--- src/cvp_fit_check.sv ---
// ----------------------------------------------------------------------------
// Binary32 round-trip check
// Registered test whether a binary64 sample survives a round trip to
// binary32 within an absolute error of 1e-6. The result is valid in the
// cycle after the sample is presented.
// ----------------------------------------------------------------------------
module cvp_fit_check (
    input  logic        i_clk,
    input  logic [63:0] i_bits,
    output logic        o_ok
);
    // Significand of the binary64 nearest to 1e-6, whose value is TOL_MANT * 2^-72.
    localparam logic [52:0] TOL_MANT      = 53'h10_C6F7_A0B5_ED8D;
    localparam logic [62:0] FLT_MAX_MAG   = 63'h47EF_FFFF_E000_0000;
    localparam logic [10:0] EXP_SPECIAL   = 11'h7FF;
    localparam logic [10:0] EXP_SMALL_MAX = 11'd1027;
    localparam logic [10:0] EXP_TOL_BASE  = 11'd1003;

    logic [10:0] w_exp;
    logic [28:0] w_tail;
    logic [28:0] w_err;
    logic [10:0] w_sh;
    logic [52:0] w_lim;
    logic        n_ok;
    logic        r_ok;

    // Rounding to 24 significant bits leaves an error of the nearer of the
    // dropped part and its complement, in units of the binary64 step. Below
    // 2^5 that error is always under the tolerance.
    always_comb begin
        w_exp  = i_bits[62:52];
        w_tail = i_bits[28:0];
        w_err  = w_tail[28] ? (29'd0 - w_tail) : w_tail;
        w_sh   = w_exp - EXP_TOL_BASE;
        w_lim  = TOL_MANT >> w_sh;
        if (w_exp == EXP_SPECIAL) begin
            n_ok = 1'b1;
        end else if (i_bits[62:0] > FLT_MAX_MAG) begin
            n_ok = 1'b0;
        end else if (w_exp <= EXP_SMALL_MAX) begin
            n_ok = 1'b1;
        end else begin
            n_ok = ({24'd0, w_err} <= w_lim);
        end
    end

    always_ff @(posedge i_clk) begin
        r_ok <= n_ok;
    end

    assign o_ok = r_ok;

endmodule

--- config.mk ---
export PLATFORM = sky130hd
export DESIGN_NAME = cvp_fit_check
export DESIGN_NICKNAME = d
export VERILOG_FILES = /design/src/cvp_fit_check.sv
export SDC_FILE = /design/constraint.sdc
export NUM_CORES = 1
export LEC_CHECK = 0
export ABC_AREA = 1
export BUFFER_PORTS_ARGS = -buffer_cell sky130_fd_sc_hd__buf_2
export CAP_MARGIN = 20
export CORE_MARGIN = 4
export CORE_UTILIZATION = 44
export DETAILED_ROUTE_END_ITERATION = 8
export GPL_TIMING_DRIVEN = 0
export PLACE_DENSITY = 0.72
export SYNTH_ARGS = -nofsm -noshare
export SYNTH_HDL_FRONTEND = slang
export SYNTH_SLANG_ARGS = --single-unit
--- constraint.sdc ---
create_clock -name i_clk -period 4.1 [get_ports i_clk]
set_input_delay 0.82 -clock i_clk [delete_from_list [all_inputs] [get_ports i_clk]]
set_output_delay 0.82 -clock i_clk [all_outputs]
set_load 0.02 [all_outputs]
==> results of run 1 <==
-- layout make-up --
| type | count | area, sq um |
|---|---|---|
| multi-input cells | 533 | 3482 |
| fillers | 725 | 2863 |
| repair buffers | 90 | 556.8 |
| inverters | 54 | 219.0 |
| plain buffers | 27 | 143.9 |
| well taps | 99 | 123.9 |
| flip-flops and latches | 1 | 20.02 |
-- layout by cell type, fill, tap and decap left out, drive strengths merged, types with 2 or more instances in the layout --
| master | synthesis | routed |
|---|---|---|
| o211ai | 9 | 9 |
| o21ai | 44 | 44 |
| a21oi | 45 | 45 |
| a21o | 2 | 2 |
| or2 | 4 | 4 |
| xnor2 | 10 | 10 |
| buf | 11 | 99 |
| o21a | 3 | 3 |
| o31ai | 5 | 5 |
| a32o | 3 | 3 |
| nand4 | 23 | 23 |
| xor2 | 19 | 19 |
| nand2 | 170 | 170 |
| a31oi | 4 | 4 |
| nand3 | 65 | 65 |
| a31o | 2 | 2 |
| o221ai | 2 | 2 |
| nor2 | 58 | 58 |
| clkbuf | 16 | 18 |
| ha | 32 | 32 |
| inv | 52 | 52 |
| nor4 | 8 | 8 |
| nor3 | 13 | 13 |
| clkinv | 2 | 2 |
| a32oi | 2 | 2 |
-- report_power, final --
part           internal (uW)  leakage [uW]  total [uW]  switching [uW]
Clock                      0             0           0               0
Sequential              11.5    0.00000844        12.0           0.471
Combinational            267       0.00213         748             481
Total                    278       0.00214         760             482
-- stage by stage --
step                setup slack (ns)  setup TNS [ns]  utilization
finish                       -0.1580         -0.1580       0.6136
global route                 -0.3992         -0.3992       0.6136
CTS                          -0.1262         -0.1262       0.5671
detailed placement           -0.7069         -0.7069       0.5219
global placement             -0.7123         -0.7123       0.5219
floorplan                     0.3292               0            -
-- critical path, delay by kind of cell --
kind | cells | cell delay (ns)
adders and majority gates | 1 | 0.33
and+or+nand+nor | 16 | 1.38
AOI/OAI and AO/OA | 9 | 1.27
buffers and inverters | 4 | 0.40
-- per-layer routing --
layer  share of wire  global-route usage  up-vias
li1                -                   -     2314
met4           0.032             0.07583        0
met3           0.094             0.02893       48
met2            0.46              0.4807      334
met1            0.42              0.4219     2273
met5               0                   0        -
-- worst paths after layout --
| kind | start | end | slack [ns] |
|---|---|---|---|
| worst max-delay path | i_bits[52] | o_ok | -0.16 |
| worst min-delay path | o_ok | o_ok | 1.25 |
-- timing repair --
action                     in CTS  in global routing
gates resized for setup        61                 78
setup buffers                  14                 12
pin swaps                      25                 32
setup endpoints to repair       1                  1
-- logic make-up (layout without fill, tap and decap cells) --
kind of cell               after synthesis  count (layout)  share of synthesized area
and+or+nand+nor                        343             343                     0.4870
DFF                                      1               1                   0.005850
muxes                                    1               1                   0.002925
AOI/OAI and AO/OA                      128             128                     0.2208
adders and majority gates               32              32                     0.1170
xor gates and xnor gates                29              29                    0.07422
buffers and inverters                   81             171                    0.09214
==> load_flow_metrics.sql, run 1 <==
INSERT INTO impl_metrics (metric_group, metric, value, unit) VALUES
('synthesis', 'yosys_most_used_dff', 'dfxtp_1', ''),
('floorplan', 'fp.dieW', '96.19', 'um'),
('synthesis', 'post_synth_main_area_contributors', 'nand2_1 17%, ha_1 12%, nand3_1 8.6%', ''),
('placement', 'placedInstanceArea', '3866', 'sq um'),
('synthesis', 'async_flop_share', '0', ''),
('grt', 'grt_pass1_wl', '21780', 'um'),
('outcome', 'violations', 'negative setup slack', ''),
('timing', 'fin_hold_ws', '1.251', 'ns'),
('worst_setup_path', 'path_common_cell', 'nand2_1', ''),
('pwr', 'power_per_cell_area', '167.2', 'nW/um^2'),
('floorplan', 'die_area', '9253', 'sq um'),
('grt', 'gr-usage-all-layers', '0.2984', ''),
('grt', 'maximum_number_of_pins_on_one_net_before_global_route_repair', '11', ''),
('finish', 'finish.cell_count_without_fillers', '804', ''),
('grt', 'grt_remaining_overflow', '0', ''),
('worst_setup_path', 'critical_path_endpoint_category', 'flip-flop', ''),
('synthesis', 'post_synth_instance_area', '3422', 'sq um'),
('worst_setup_path', 'cp_slowest_stage_delay', '0.33', 'ns'),
('synthesis', 'synth_cell_types', '50', ''),
('synthesis', 'netlist.area_leader.share', '0.1656', ''),
('worst_hold_path', 'hold-path-cell-count', '1', ''),
('floorplan', 'start_util', '0.4619', ''),
('timing', 'worst_setup_slack_after_layout', '-0.1580', 'ns'),
('synthesis', 'yosys.cell_count.top_type', 'nand2_1', ''),
('synthesis', 'post_synth.cell_area_avg', '5.564', 'sq um'),
('detailed_routing', 'detail_route.wirelength', '14480', 'um'),
('detailed_routing', 'antenna_violating_nets_post_route', '0', ''),
('cts', 'worst_setup_hold_path_clk_slew', '0', 'ns'),
('worst_setup_path', 'slowest_stage', 'ha_1', ''),
('timing', 'finalWorstPathRequiredPeriod', '4.258', 'ns'),
('worst_setup_path', 'worst_ep_arrival_time', '4.19', 'ns'),
('placement', 'placed_instances', '778', ''),
('timing', 'maxClockFrequency', '0.2349', 'GHz'),
('worst_setup_path', 'largest_driver_fanout_on_the_critical_path', '5', ''),
('floorplan', 'num_rows', '31', ''),
('timing', 'max_slew_violation_count', '0', ''),
('floorplan', 'ioPinCount', '66', ''),
('synthesis', 'synth.largest_area_cell', 'nand2_1', ''),
('floorplan', 'die_h', '96.19', 'um'),
('placement', 'final_weighted_congestion_of_routability_driven_global_placement', '1.005', ''),
('timing', 'tightestPinTransition', '0.5370', 'ns'),
('detailed_routing', 'routedWlPerCell', '18.01', 'um'),
('synthesis', 'synth_edf_count', '0', ''),
('worst_setup_path', 'timing.critical_path.required', '4.03', 'ns'),
('synthesis', 'synth.yosys.seq_area_share', '0.005850', ''),
('flow_run', 'max-cap-violations', '0', ''),
('detailed_routing', 'dr.first_iter.drc_count', '543', ''),
('detailed_routing', 'vias', '4969', ''),
('pwr', 'total_leakage_power', '0.002142', 'uW'),
('finish', 'nets_final', '804', ''),
('placement', 'dpl.hpwl', '11220', 'um'),
('synthesis', 'cell_count_after_synthesis', '615', ''),
('detailed_routing', 'drc', '0', ''),
('finish', 'drive_above_1_share', '0.3106', ''),
('placement', 'port_buffer_count', '64', ''),
('timing', 'hold_viol_final', '0', ''),
('finish', 'stdcell_area', '4546', 'sq um'),
('finish', 'max_ffs_per_register', '1', ''),
('synthesis', 'list_of_most_frequent_post_synthesis_cells', '151 x nand2_1, 59 x nand3_1, 52 x nor2_1, 45 x a21oi_1, 41 x inv_1', ''),
('synthesis', 'synth.ff_latch_count', '1', ''),
('synthesis', 'postSynthNetCount', '712', ''),
('synthesis', 'yosysWarnings', '0', ''),
('outcome', 'outcome', 'finished, violations left', ''),
('cts', 'postCtsHoldBufs', '0', ''),
('timing', 'min_period_over_period', '1.039', ''),
('pwr', 'irDropWorstVdd', '0.00008675', 'V'),
('worst_setup_path', 'critical_path.startpoint_type', 'input port', ''),
('finish', 'area_growth_syn_to_layout', '32.83', '%'),
('timing', 'relative_slew_slack', '0.6420', ''),
('floorplan', 'floorplan.core_area', '7408', 'sq um'),
('timing', 'rsz0062_at_grt', 'true', ''),
('grt', 'grt_pass1_vias', '4401', ''),
('worst_hold_path', 'hold_path_class', 'flip-flop to output pin', ''),
('grt', 'antenna_violations_before_repair', '0', ''),
('detailed_routing', 'avgViaCountPerCell', '6.180', ''),
('pwr', 'finalPower', '760.1', 'uW'),
('finish', 'antenna-diode-count', '0', ''),
('timing', 'setup_viol', '1', ''),
('detailed_routing', 'pre_repair_dr_iteration_count', '5', ''),
('worst_setup_path', 'critical_path_start_end_classification', 'input port to flip-flop', '');
Power figures use the tool's default switching activity.
==> inputs of run 2 (changes only) <==
- PLACE_DENSITY: 0.72 -> 0.75
==> load_flow_metrics.sql, run 2 (synthesis gave the netlist of run 1 again) <==
INSERT INTO impl_metrics (metric_group, metric, value, unit) VALUES
('outcome', 'outcome', 'finished, violations left', ''),
('outcome', 'violations', 'negative setup slack', ''),
('worst_setup_path', 'worst_ep_arrival_time', '4.27', 'ns'),
('detailed_routing', 'detail_route.wirelength', '14100', 'um'),
('floorplan', 'floorplan.core_area', '7408', 'sq um'),
('grt', 'antenna_violations_before_repair', '0', ''),
('detailed_routing', 'vias', '4989', ''),
('pwr', 'irDropWorstVdd', '0.00009738', 'V'),
('floorplan', 'die_h', '96.19', 'um'),
('pwr', 'power_per_cell_area', '165.4', 'nW/um^2'),
('worst_setup_path', 'critical_path_buf_inv_count', '3', ''),
('worst_hold_path', 'hold_path_class', 'flip-flop to output pin', ''),
('timing', 'setup-tns-final', '-0.2393', 'ns'),
('cts', 'worst_setup_hold_path_clk_slew', '0', 'ns'),
('finish', 'finalCoreUtilization', '0.5940', ''),
('timing', 'max_slew_violation_count', '0', ''),
('timing', 'relative_slew_slack', '0.6033', ''),
('grt', 'maximum_number_of_pins_on_one_net_before_global_route_repair', '11', ''),
('floorplan', 'start_util', '0.4619', ''),
('detailed_routing', 'dr.first_iter.drc_count', '686', ''),
('grt', 'grt_pass1_vias', '4485', ''),
('worst_setup_path', 'critical_path.startpoint_type', 'input port', ''),
('timing', 'min_period_over_period', '1.058', ''),
('timing', 'maxClockFrequency', '0.2305', 'GHz'),
('timing', 'finalWorstPathRequiredPeriod', '4.339', 'ns'),
('worst_setup_path', 'largest_driver_fanout_on_the_critical_path', '6', ''),
('detailed_routing', 'pre_repair_dr_iteration_count', '6', ''),
('finish', 'most_frequent_cells_in_the_layout', '137 x nand2_1, 68 x buf_2, 56 x nand3_1, 48 x nor2_1, 44 x a21oi_1', ''),
('placement', 'port_buffer_count', '64', ''),
('placement', 'dpl.hpwl', '11110', 'um'),
('grt', 'grt_pass1_wl', '22140', 'um'),
('floorplan', 'die_area', '9253', 'sq um'),
('grt', 'gr-usage-all-layers', '0.3015', ''),
('placement', 'placement.setup.worst_slack', '-0.7145', 'ns'),
('timing', 'fin_hold_ws', '1.239', 'ns'),
('floorplan', 'num_rows', '31', ''),
('flow_run', 'max-cap-violations', '0', ''),
('floorplan', 'fp.dieW', '96.19', 'um'),
('worst_setup_path', 'cp_slowest_stage_delay', '0.32', 'ns'),
('detailed_routing', 'avgViaCountPerCell', '6.228', ''),
('worst_setup_path', 'timing.critical_path.required', '4.03', 'ns'),
('placement', 'final_weighted_congestion_of_routability_driven_global_placement', '1.035', ''),
('detailed_routing', 'antenna_violating_nets_post_route', '0', ''),
('pwr', 'total_leakage_power', '0.002060', 'uW'),
('timing', 'hold_viol_final', '0', ''),
('worst_setup_path', 'critical_path_start_end_classification', 'input port to flip-flop', ''),
('finish', 'layout.cells.most_common', 'nand2_1', ''),
('floorplan', 'ioPinCount', '66', ''),
('cts', 'postCtsHoldBufs', '0', ''),
('finish', 'max_ffs_per_register', '1', ''),
('timing', 'setup_viol', '1', ''),
('timing', 'worst_setup_slack_after_layout', '-0.2393', 'ns'),
('pwr', 'finalPower', '728.0', 'uW'),
('finish', 'drive_above_1_share', '0.2739', ''),
('detailed_routing', 'routedWlPerCell', '17.60', 'um'),
('finish', 'nets_final', '800', ''),
('worst_setup_path', 'critPathTopFamily', 'compound AO/OA/AOI/OAI gates', ''),
('timing', 'tightestPinTransition', '0.5951', 'ns'),
('detailed_routing', 'drc', '0', ''),
('worst_setup_path', 'critical_path_endpoint_category', 'flip-flop', ''),
('finish', 'area_growth_syn_to_layout', '28.59', '%'),
('worst_setup_path', 'slowest_stage', 'or2_2', ''),
('grt', 'grt_remaining_overflow', '0', ''),
('timing', 'rsz0062_at_grt', 'true', '');
-- run 2: cell count changes in the layout (fill, tap and decap cells not counted), sizes merged --
| cell | delta |
|---|---|
| clkinvlp | +1 |
| clkbuf | -1 |
| inv | -1 |
| diode | +1 |
| buf | -3 |
-- run 2: worst paths after layout --
check,from,to,cells past startpoint
worst min-delay path,o_ok,o_ok,1
worst max-delay path,i_bits[52],o_ok,26
-- run 2: routing by layer --
metal | up-vias | global-route usage | wire length, um
li1 | 2312 | - | -
met1 | 2243 | 0.4213 | 5521
met2 | 360 | 0.4635 | 6186
met3 | 74 | 0.04535 | 1684
met4 | 0 | 0.1102 | 706
met5 | - | 0 | 0
-- run 2: area by class of cell --
cell class / count / area (sq um)
Multi-Input combinational cell: 533 / 3386
Tap cell: 99 / 123.9
Sequential cell: 1 / 20.02
Timing Repair Buffer: 86 / 520.5
Inverter: 54 / 217.7
Buffer: 27 / 130.1
Fill cell: 721 / 3008
Antenna cell: 1 / 2.502
-- run 2: power by group --
part | switching [uW] | total [uW] | internal [uW]
Combinational | 466 | 716 | 250
Sequential | 0.252 | 11.7 | 11.5
Clock | 0 | 0.0000200 | 0.0000200
-- run 2: per-stage QoR --
stage,cells,area (sq um)
floorplan,615,3422
global placement,778,3866
detailed placement,778,3866
CTS,792,4175
global route,800,4398
finish,801,4400
-- run 2: repair_timing --
item / 4_1_cts / 5_1_grt
pin swaps: 24 / 30
setup endpoints to repair: 1 / 1
buffers inserted: 14 / 8
cloned: 0 / 0
resized for setup: 58 / 36
